File: config.mk
export PLATFORM = sky130hd
export DESIGN_NAME = bouncing_particle_grid_step
export DESIGN_NICKNAME = d
export VERILOG_FILES = /design/src/rtl/bpgs_pkg.sv /design/src/rtl/bouncing_particle_grid_step.sv /design/src/rtl/bpgs_window.sv
export SDC_FILE = /design/constraint.sdc
export NUM_CORES = 2
export LEC_CHECK = 0
export BUFFER_PORTS_ARGS = -buffer_cell sky130_fd_sc_hd__buf_2
export CAP_MARGIN = 10
export CORE_ASPECT_RATIO = 0.6
export CORE_MARGIN = 2
export CORE_UTILIZATION = 45
export CTS_CLUSTER_DIAMETER = 150
export DETAILED_ROUTE_END_ITERATION = 16
export HOLD_SLACK_MARGIN = 0.02
export PLACE_DENSITY = 0.74
export SLEW_MARGIN = 15
export SYNTH_ARGS = -nofsm -noshare
export SYNTH_HDL_FRONTEND = slang
export SYNTH_SLANG_ARGS = --single-unit
File: constraint.sdc
create_clock -name clk -period 15.99 [get_ports clk]
set_input_delay 2.3985 -clock clk [delete_from_list [all_inputs] [get_ports clk]]
set_output_delay 2.3985 -clock clk [all_outputs]
set_load 0.02 [all_outputs]
File: src/rtl/bpgs_pkg.sv
`timescale 1ns / 1ps

package bpgs_pkg;

  localparam int GRID_DIM_DEF = 16;
  localparam int CMD_W        = 2;
  localparam int COORD_W      = 6;
  localparam int DIR_W        = 4;

  localparam logic [CMD_W-1:0] CMD_WRITE = 2'd0;
  localparam logic [CMD_W-1:0] CMD_READ  = 2'd1;
  localparam logic [CMD_W-1:0] CMD_TICK  = 2'd2;

  localparam int DIR_UP    = 0;
  localparam int DIR_DOWN  = 1;
  localparam int DIR_LEFT  = 2;
  localparam int DIR_RIGHT = 3;

  typedef struct packed {
    logic shift;
    logic r_top;
    logic r_one;
    logic r_bot;
    logic r_pen;
    logic c_lft;
    logic c_one;
    logic c_rgt;
    logic c_pen;
  } win_ctl_t;

endpackage

File: src/rtl/bouncing_particle_grid_step.sv
`timescale 1ns / 1ps
// Particle grid step: a GRID_DIM by GRID_DIM grid of 4-bit direction cells.
// Input channel (in_valid/in_ready) carries cmd, row, col, dirs; output
// channel (out_valid/out_ready) returns one beat per input beat with
// cell_dirs and out_of_range.
// Write and read: the state register (and rdata, on a read) take the input
// beat, then S_RESP loads the result into the output register. Tick: every
// cell is read once from the single grid memory, in raster order, and
// rewritten in place from a window of 2*GRID_DIM+1 cells; the result beat
// follows the end of the pass. The one read port of the grid memory bounds
// the length of the pass.
// One item is in work at a time; in_ready is high only when idle.
// Reset: a clearing pass writes zero to every cell, with in_ready low;
// out_valid drops at once.
// A stalled receiver holds the result beat in the output register; the
// next item is still accepted, and its result waits until the register
// frees up.

module bouncing_particle_grid_step #(
  parameter int GRID_DIM = bpgs_pkg::GRID_DIM_DEF
) (
  input  logic                         clk,
  input  logic                         rst,
  input  logic                         in_valid,
  output logic                         in_ready,
  input  logic [bpgs_pkg::CMD_W-1:0]   cmd,
  input  logic [bpgs_pkg::COORD_W-1:0] row,
  input  logic [bpgs_pkg::COORD_W-1:0] col,
  input  logic [bpgs_pkg::DIR_W-1:0]   dirs,
  output logic                         out_valid,
  input  logic                         out_ready,
  output logic [bpgs_pkg::DIR_W-1:0]   cell_dirs,
  output logic                         out_of_range
);

  localparam int CELLS = GRID_DIM * GRID_DIM;
  localparam int AW    = $clog2(CELLS);
  localparam int RW    = $clog2(GRID_DIM);
  localparam int TW    = $clog2(CELLS + GRID_DIM + 2);
  localparam int LAG   = GRID_DIM + 2;
  localparam int DONE  = CELLS + GRID_DIM + 1;

  localparam logic [RW-1:0] LAST  = RW'(GRID_DIM - 1);
  localparam logic [RW-1:0] PEN   = RW'(GRID_DIM - 2);
  localparam logic [RW-1:0] ONE   = RW'(1);
  localparam logic [AW-1:0] DIM_A = AW'(GRID_DIM);
  localparam logic [bpgs_pkg::COORD_W:0] DIM_C = (bpgs_pkg::COORD_W + 1)'(GRID_DIM);

  typedef enum logic [1:0] {S_CLEAR, S_IDLE, S_TICK, S_RESP} state_t;

  state_t                     state;
  logic [TW-1:0]              t;
  logic [RW-1:0]              cr;
  logic [RW-1:0]              cc;
  logic [AW-1:0]              ca;
  logic                       read_ok;
  logic                       res_oor;
  logic [bpgs_pkg::DIR_W-1:0] mem [CELLS];
  logic [bpgs_pkg::DIR_W-1:0] rdata;

  logic                       accept;
  logic                       in_grid;
  logic                       resp_fire;
  logic [AW-1:0]              cell_addr;
  logic                       mem_we;
  logic                       mem_re;
  logic [AW-1:0]              waddr;
  logic [AW-1:0]              raddr;
  logic [bpgs_pkg::DIR_W-1:0] wdata;
  logic [bpgs_pkg::DIR_W-1:0] win_next;
  bpgs_pkg::win_ctl_t         win_ctl;

  assign in_ready  = (state == S_IDLE);
  assign accept    = in_valid && in_ready;
  assign in_grid   = ({1'b0, row} < DIM_C) && ({1'b0, col} < DIM_C);
  assign cell_addr = AW'(row) * DIM_A + AW'(col);
  assign resp_fire = (state == S_RESP) && (!out_valid || out_ready);

  always_comb begin
    win_ctl.shift = (state == S_TICK);
    win_ctl.r_top = (cr == '0);
    win_ctl.r_one = (cr == ONE);
    win_ctl.r_bot = (cr == LAST);
    win_ctl.r_pen = (cr == PEN);
    win_ctl.c_lft = (cc == '0);
    win_ctl.c_one = (cc == ONE);
    win_ctl.c_rgt = (cc == LAST);
    win_ctl.c_pen = (cc == PEN);
  end

  bpgs_window #(
    .GRID_DIM(GRID_DIM)
  ) u_window (
    .clk      (clk),
    .ctl      (win_ctl),
    .din      (rdata),
    .next_cell(win_next)
  );

  always_comb begin
    mem_we = 1'b0;
    mem_re = 1'b0;
    waddr  = cell_addr;
    raddr  = cell_addr;
    wdata  = dirs;
    unique case (state)
      S_CLEAR: begin
        mem_we = 1'b1;
        waddr  = t[AW-1:0];
        wdata  = '0;
      end
      S_IDLE: begin
        if (accept && in_grid) begin
          mem_we = (cmd == bpgs_pkg::CMD_WRITE);
          mem_re = (cmd == bpgs_pkg::CMD_READ);
        end
      end
      S_TICK: begin
        mem_re = (t < TW'(CELLS));
        raddr  = t[AW-1:0];
        mem_we = (t >= TW'(LAG));
        waddr  = ca;
        wdata  = win_next;
      end
      S_RESP: begin
      end
      default: begin
      end
    endcase
  end

  always_ff @(posedge clk) begin
    if (mem_we) begin
      mem[waddr] <= wdata;
    end
  end

  always_ff @(posedge clk) begin
    if (mem_re) begin
      rdata <= mem[raddr];
    end
  end

  always_ff @(posedge clk) begin
    if (rst) begin
      state     <= S_CLEAR;
      t         <= '0;
      out_valid <= 1'b0;
    end else begin
      if (resp_fire) begin
        out_valid    <= 1'b1;
        cell_dirs    <= read_ok ? rdata : '0;
        out_of_range <= res_oor;
      end else if (out_ready) begin
        out_valid <= 1'b0;
      end
      unique case (state)
        S_CLEAR: begin
          if (t == TW'(CELLS - 1)) begin
            t     <= '0;
            state <= S_IDLE;
          end else begin
            t <= t + 1'b1;
          end
        end
        S_IDLE: begin
          if (accept) begin
            read_ok <= (cmd == bpgs_pkg::CMD_READ) && in_grid;
            res_oor <= ((cmd == bpgs_pkg::CMD_WRITE) || (cmd == bpgs_pkg::CMD_READ)) &&
                       !in_grid;
            if (cmd == bpgs_pkg::CMD_TICK) begin
              t     <= '0;
              cr    <= '0;
              cc    <= '0;
              ca    <= '0;
              state <= S_TICK;
            end else begin
              state <= S_RESP;
            end
          end
        end
        S_TICK: begin
          t <= t + 1'b1;
          if (t >= TW'(LAG)) begin
            ca <= ca + 1'b1;
            if (cc == LAST) begin
              cc <= '0;
              cr <= cr + 1'b1;
            end else begin
              cc <= cc + 1'b1;
            end
          end
          if (t == TW'(DONE)) begin
            state <= S_RESP;
          end
        end
        S_RESP: begin
          if (resp_fire) begin
            state <= S_IDLE;
          end
        end
        default: begin
          state <= S_CLEAR;
        end
      endcase
    end
  end

endmodule

File: src/rtl/bpgs_window.sv
`timescale 1ns / 1ps

module bpgs_window #(
  parameter int GRID_DIM = bpgs_pkg::GRID_DIM_DEF
) (
  input  logic                       clk,
  input  bpgs_pkg::win_ctl_t         ctl,
  input  logic [bpgs_pkg::DIR_W-1:0] din,
  output logic [bpgs_pkg::DIR_W-1:0] next_cell
);

  localparam int TAPS = 2 * GRID_DIM + 1;

  logic [bpgs_pkg::DIR_W-1:0] win [TAPS];
  logic [bpgs_pkg::DIR_W-1:0] below;
  logic [bpgs_pkg::DIR_W-1:0] above;
  logic [bpgs_pkg::DIR_W-1:0] left_n;
  logic [bpgs_pkg::DIR_W-1:0] right_n;

  always_ff @(posedge clk) begin
    if (ctl.shift) begin
      win[0] <= din;
      for (int i = 1; i < TAPS; i++) begin
        win[i] <= win[i-1];
      end
    end
  end

  assign below   = win[0];
  assign right_n = win[GRID_DIM-1];
  assign left_n  = win[GRID_DIM+1];
  assign above   = win[2*GRID_DIM];

  // gather incoming particles, with bounces off the edges
  always_comb begin
    next_cell[bpgs_pkg::DIR_UP] = !ctl.r_bot &&
        (below[bpgs_pkg::DIR_UP] || (ctl.r_pen && below[bpgs_pkg::DIR_DOWN]));
    next_cell[bpgs_pkg::DIR_DOWN] = !ctl.r_top &&
        (above[bpgs_pkg::DIR_DOWN] || (ctl.r_one && above[bpgs_pkg::DIR_UP]));
    next_cell[bpgs_pkg::DIR_LEFT] = !ctl.c_rgt &&
        (right_n[bpgs_pkg::DIR_LEFT] || (ctl.c_pen && right_n[bpgs_pkg::DIR_RIGHT]));
    next_cell[bpgs_pkg::DIR_RIGHT] = !ctl.c_lft &&
        (left_n[bpgs_pkg::DIR_RIGHT] || (ctl.c_one && left_n[bpgs_pkg::DIR_LEFT]));
  end

endmodule

[Yosys cells after proc, flatten, opt, wreduce, memory -nomap -nowiden]
Memories as Yosys holds them, arrays and structs flattened. A register that Yosys moved wholly into a read port is not among the register bits.
Index checks and enable logic that the tools add are counted.
W data, S select, Z words.
Cells by class
  reductions and logical operators: 39
  bitwise operators: 1
  muxes and demuxes: 35
  eq/ne operators: 20
  magnitude comparators: 4
  $add $sub $neg: 5
Operators by type and width (number)
  $mux W8: 4
  $pmux W8 S2: 2
  $mux W9: 3
  $pmux W9 S3: 1
  $mux W4: 6
  $pmux W4 S2: 3
  $eq A4 B4 Y1 const B: 4
  $logic_and A1 B1 Y1: 14
  $lt A6 B5 Y1 const B: 2
  $ne A2 B2 Y1 const B: 5
  $add A9 B1 Y9 const B: 1
  $eq A9 B8 Y1 const B: 1
  $eq A9 B9 Y1 const B: 1
  $ge A9 B5 Y1 const B: 1
  $lt A9 B9 Y1 const B: 1
  $mux W1: 9
  $add A4 B1 Y4 const B: 2
  $add A8 B1 Y8 const B: 1
  $add A8 B6 Y8: 1
  $eq A4 B1 Y1 const B: 2
  $logic_not A4 Y1: 2
  $mux W2: 4
  $pmux W2 S4: 1
  $eq A2 B2 Y1 const B: 3
  other kinds (15): 30
Word-level totals
  flip-flop bits (word level): 35
  bits in writable memories: 1156
  output and inout port bits: 7
  memories kept: 2
  word-level logic and storage cells: 116
  input bits: 22
Memory list
  mem: depth 256, width 4, read ports 1, clocked after Yosys merged registers in 1, write ports 1, line bouncing_particle_grid_step.sv:58  | logic [bpgs_pkg::DIR_W-1:0] mem [CELLS];
  u_window.win: depth 33, width 4, read ports 33, clocked after Yosys merged registers in 0, write ports 33, line bpgs_window.sv:14  | logic [bpgs_pkg::DIR_W-1:0] win [TAPS];

[Depth between registers and ports, before layout]
  depth after elaboration: 7
  gate-level depth with buffers: 13
  gate-level depth less buffers: 9

[Cells and area by module]
From an unflattened synthesis, not the netlist that was laid out.
Second synthesis, totals
  cells, all modules: 2757
  area total of the unflattened synthesis: 46057.9 µm²
By module, submodules not included
  bouncing_particle_grid_step: cells an instance 2647, area an instance 42960.0 µm², instances 1, sequential area each 31800.5 µm²
  bpgs_window: cells an instance 110, area an instance 3098.0 µm², instances 1, sequential area each 3062.9 µm²

[Least setup slack after synthesis]
OpenSTA, ideal clock, no wires.
  path type: reg2reg
  from: register state[0]
  to: memory mem[0][2] (netlist bit) (data pin)
  slack: -508 ps
  clock period less this slack: 16498 ps
  buffers on the path: 5
  arrival time: 14311 ps
  setup time: 2187 ps
  required time: 13803 ps
  stages on the path, launching flop included: 10
  cell sequence: dfxtp_1 -> inv_1 -> ha_1 -> buf_4 -> buf_6 -> buf_2 -> buf_1 -> clkbuf_1 -> nand2_1 -> o21ai_0
Between the ends
  longest elaborated chain between the ends: 2
  elaborated cells between the ends (all ways): 3
  those cells by class: 1 x eq/ne; 1 x mux; 1 x reduce/logical
RTL lines
  start, declared: line bouncing_particle_grid_step.sv:51  | state_t state;
  start signal, assigned: line bouncing_particle_grid_step.sv:146  | state <= S_CLEAR;
  start signal, assigned: line bouncing_particle_grid_step.sv:161  | state <= S_IDLE;
  start signal, assigned: line bouncing_particle_grid_step.sv:176  | state <= S_TICK;
  $eq A2 B2 Y1 or $logic_not A2 Y1 (tied branches): line bouncing_particle_grid_step.sv:106  | unique case (state)
  $pmux W4 S2 (*): line bouncing_particle_grid_step.sv:106
  named net wdata, one bit: line bouncing_particle_grid_step.sv:69  | logic [bpgs_pkg::DIR_W-1:0] wdata;
  end, declared: line bouncing_particle_grid_step.sv:58
Mark *: on every way through the listed nets, which the timed path passes. The rest lies on a longest branch.

[Worst setup path after layout]
  from: input port col[0] (netlist bit)
  to: register rdata[0] (netlist bit), read port of mem (data pin)
Between the ends
  longest elaborated chain between the ends: 5
  elaborated cells between the ends (all ways): 7
  those cells by class: 1 x add/sub; 1 x order compare; 3 x mux; 2 x reduce/logical
RTL lines
  start, declared: line bouncing_particle_grid_step.sv:28  | input logic [bpgs_pkg::COORD_W-1:0] col,
  $lt A6 B5 Y1: line bouncing_particle_grid_step.sv:75  | assign in_grid = ({1'b0, row} < DIM_C) && ({1'b0, col} < DIM_C);
  $logic_and A1 B1 Y1: line bouncing_particle_grid_step.sv:75
  $logic_and A1 B1 Y1: line bouncing_particle_grid_step.sv:113  | if (accept && in_grid) begin
  $mux W1: line bouncing_particle_grid_step.sv:113
  $pmux W1 S2: line bouncing_particle_grid_step.sv:106
  end, declared: line bouncing_particle_grid_step.sv:59  | logic [bpgs_pkg::DIR_W-1:0] rdata;
Parallel ways exist; a longest one is shown, timed or not.
A chain may end at the register's enable or synchronous reset.

==> results by group <==
Status
  – Status: complete, no violations

Synthesis
  – Yosys cell types: 56
  – Post-Syn Instances: 2751
  – Syn_nets: 2793
  – Synth async-reset ratio: 0
  – Ys flop type: edfxtp_1
  – Synthesized area: 0.04609 mm^2
  – Post-synth EDFFs: 1153
  – Flops & latches, synth: 1165
  – Yosys Warn Count: 0
  – Mean post-synth cell area: 16.75 um^2
  – Seq/Total Area, Yosys: 0.7565

Drt
  – Post-Route WL: 110400 um
  – Detail Route Antenna Nets: 0
  – DR WL/cell: 26.42 um
  – Vias per Instance: 6.075
  – Vias: 25377
  – Post-route DRC: 0
  – Initial drt markers: 4155
  – DRT Pass-1 Iters: 6

STA
  – Final Hold Fails: 0
  – Final number of setup-violating endpoints: 0
  – Max Freq: 0.1577 GHz
  – Worst relative slew slack: 0.2205
  – Worst clock skew: 0.03571 ns
  – PnR worst setup slack: 9.649 ns
  – RSZ-0062 raised after global routing: false
  – Pins Over Slew Limit: 0
  – Fin crit share: 0.3965
  – Final hold slack: 0.4164 ns
  – Fin Setup TNS: 0 ns
  – Fin crit period: 6.341 ns
  – Worst-margin pin slew: 1.166 ns

Global route
  – GR Layer Usage met2: 0.2645
  – Busiest grt layer: met1
  – Met1 GRT Util: 0.3425
  – Vias in the first global route: 24144
  – Initial antenna violation count: 4
  – Largest net degree at the start of global routing: 149
  – Met3 GRT Util: 0.06645
  – Total global routing overflow: 0
  – First-pass GRT wire length: 163600 um
  – Global Route Usage Sum: 0.2099

Clock tree
  – CTS tree: yes
  – Worst skew pair latency: 0.72 ns
  – PostCTS Resize Cnt: 0
  – CTS max path bufs: 3
  – Root buf cell: clkbuf_16
  – Clock sink total: 1165
  – Clock-pin transition on the worst setup and hold timing paths: 0.07 ns
  – H-tree levels: 3
  – Cts bufs inserted: 96
  – Hold-fix buffers at CTS: 0
  – Setup bufs post-CTS: 0

Layout
  – Fraction of layout cells with a size suffix above 1: 0.1301
  – Fill cells: 8032
  – P&R area growth vs syn: 10.42%
  – Commonest non-fill, non-tap cell in the layout: edfxtp_1
  – Util after Layout: 0.5038
  – Ant diodes: 0
  – Nets@finish: 2807
  – Area of the multi-input gates: 0.01055 mm^2
  – Register area: 0.03486 mm^2
  – Commonest non-fill, non-tap cells in the layout: 1153 x edfxtp_1, 305 x nand2_1, 302 x nor2_1, 195 x mux2i_1, 136 x a21oi_1
  – Final instance area: 0.05089 mm^2

Pwr
  – Pwr dens: 144.1 mW/mm^2
  – Static leakage power: 16.50 nW
  – Worst VDD drop: 126.2 uV

Critical path
  – Max FO, Critical Path: 148
  – Reg-to-reg slack, setup: 9.99 ns
  – Critical path type: in -> reg
  – Worst R2R Start: state[0]
  – Reg2reg end: mem[67][1]
  – Critical Path AT: 6.79 ns
  – Worst R2R Path Depth: 11
  – Req. time, crit path: 16.44 ns
  – Critical path startpoint category: primary input
  – CP endpoint kind: register

Floorplanning
  – Die ar.: 0.1051 mm^2
  – Die Height: 251.9 um
  – # IOs: 29
  – Core Region: 0.1010 mm^2
  – Initial Util: 0.4563
  – # rows: 90
  – Die W: 417.2 um

Place
  – Port bufs: 28
  – Routability cong.: 0.8909
  – Placed inst area: 0.04765 mm^2
  – Pre-CTS WS: 9.051 ns
  – Detailed-placement wirelength estimate: 65270 um

Worst hold path
  – Worst hold endpoint: u_window.win[0][12]
  – Worst hold path depth: 0
  – Worst hold start: u_window.win[0][8]
  – Min-Delay Path Class: reg -> reg

Run
  – Max Cap Violations: 0
## report_power, final
part | total, mW | switching, mW | internal (mW) | leakage, nW
sequential | 3.72 | 0.0322 | 3.68 | 10.7
combinational | 1.14 | 0.887 | 0.250 | 4.20
clock | 2.48 | 1.11 | 1.37 | 1.57
total | 7.33 | 2.03 | 5.30 | 16.5
## routing by layer
metal	up-vias	wire length [um]
met2	1731	43180
met3	167	15980
met4	2	2382
met1	12751	48810
li1	10726	-
met5	-	12
## final cells by class
| type | count | share of cell area |
|---|---|---|
| flip-flops and latches | 1165 | 0.6851 |
| multi-input cells | 1413 | 0.2074 |
| clock buffers | 115 | 0.04902 |
| well taps | 1334 | 0.03280 |
| clock inverters | 61 | 0.01468 |
| repair buffers | 73 | 0.009883 |
| inverters | 16 | 0.001180 |
## synthesized netlist by cell type (9+ instances only)
library cell / instances / area [um^2]
clkbuf_1: 79 / 296.5
a21oi_1: 136 / 680.7
dfxtp_1: 12 / 240.2
o22ai_1: 64 / 400.4
and3_1: 9 / 56.30
inv_1: 15 / 56.30
nand2_1: 307 / 1152
a22oi_1: 33 / 247.7
mux4_2: 128 / 2883
nor2_1: 302 / 1134
nor4_1: 12 / 75.07
a31oi_1: 36 / 225.2
nor3_1: 10 / 50.05
buf_4: 19 / 142.6
mux2i_1: 195 / 1952
or4_1: 65 / 488.0
nand3_1: 9 / 45.04
ha_1: 19 / 237.7
buf_2: 38 / 190.2
edfxtp_1: 1153 / 34620
buf_1: 13 / 48.80
xnor2_1: 11 / 96.34
## registers in the layout, indices dropped and copies added (netlist names)
register / flops
out_of_range: 1
state: 2
ca: 8
out_valid: 1
res_oor: 1
rdata: 4
t: 9
cc: 4
cr: 4
u_window.win: 102
read_ok: 1
mem: 1024
cell_dirs: 4
## critical path, stage by stage
cell and delay, ns:
buf_2 0.13, mux2i_4 0.17, buf_12 0.68, buf_4 0.89
mux4_2 0.61, mux2i_1 0.34, a22oi_1 0.27, a31oi_1 0.67
nor4_1 0.12, mux2_2 0.29
## how the worst max path moves through the flow
stage              from        end  slack (ns)  cells after the start
6_report         col[0]   rdata[0]        9.65                     10
5_1_grt          col[0]   rdata[0]        9.46                     10
4_1_cts          col[0]   rdata[0]        9.81                     10
3_5_place_dp     col[0]   rdata[0]        9.05                     10
3_3_place_gp     col[0]   rdata[2]        9.02                     10
2_1_floorplan  state[0]  mem[0][2]        3.88                      9
## through the flow
step | total power [mW] | std cells
after floorplan | 4.488 | 2751
after global placement | 4.870 | 4001
after detailed placement | 4.890 | 4001
after CTS | 7.329 | 4177
after global routing | 7.533 | 4177
final | 7.332 | 4177
## kinds of logic (layout without fill, tap and decap cells)
group	after synthesis	in the layout	share of synthesized area
simple gates	732	732	0.06776
mux	332	332	0.1073
fa+ha+maj	20	20	0.005593
compound gates	311	311	0.04146
flops	1165	1165	0.7565
buf+inv	173	265	0.01797
xor+xnor	18	18	0.003421
No activity file was read; power rests on OpenSTA's default activity.
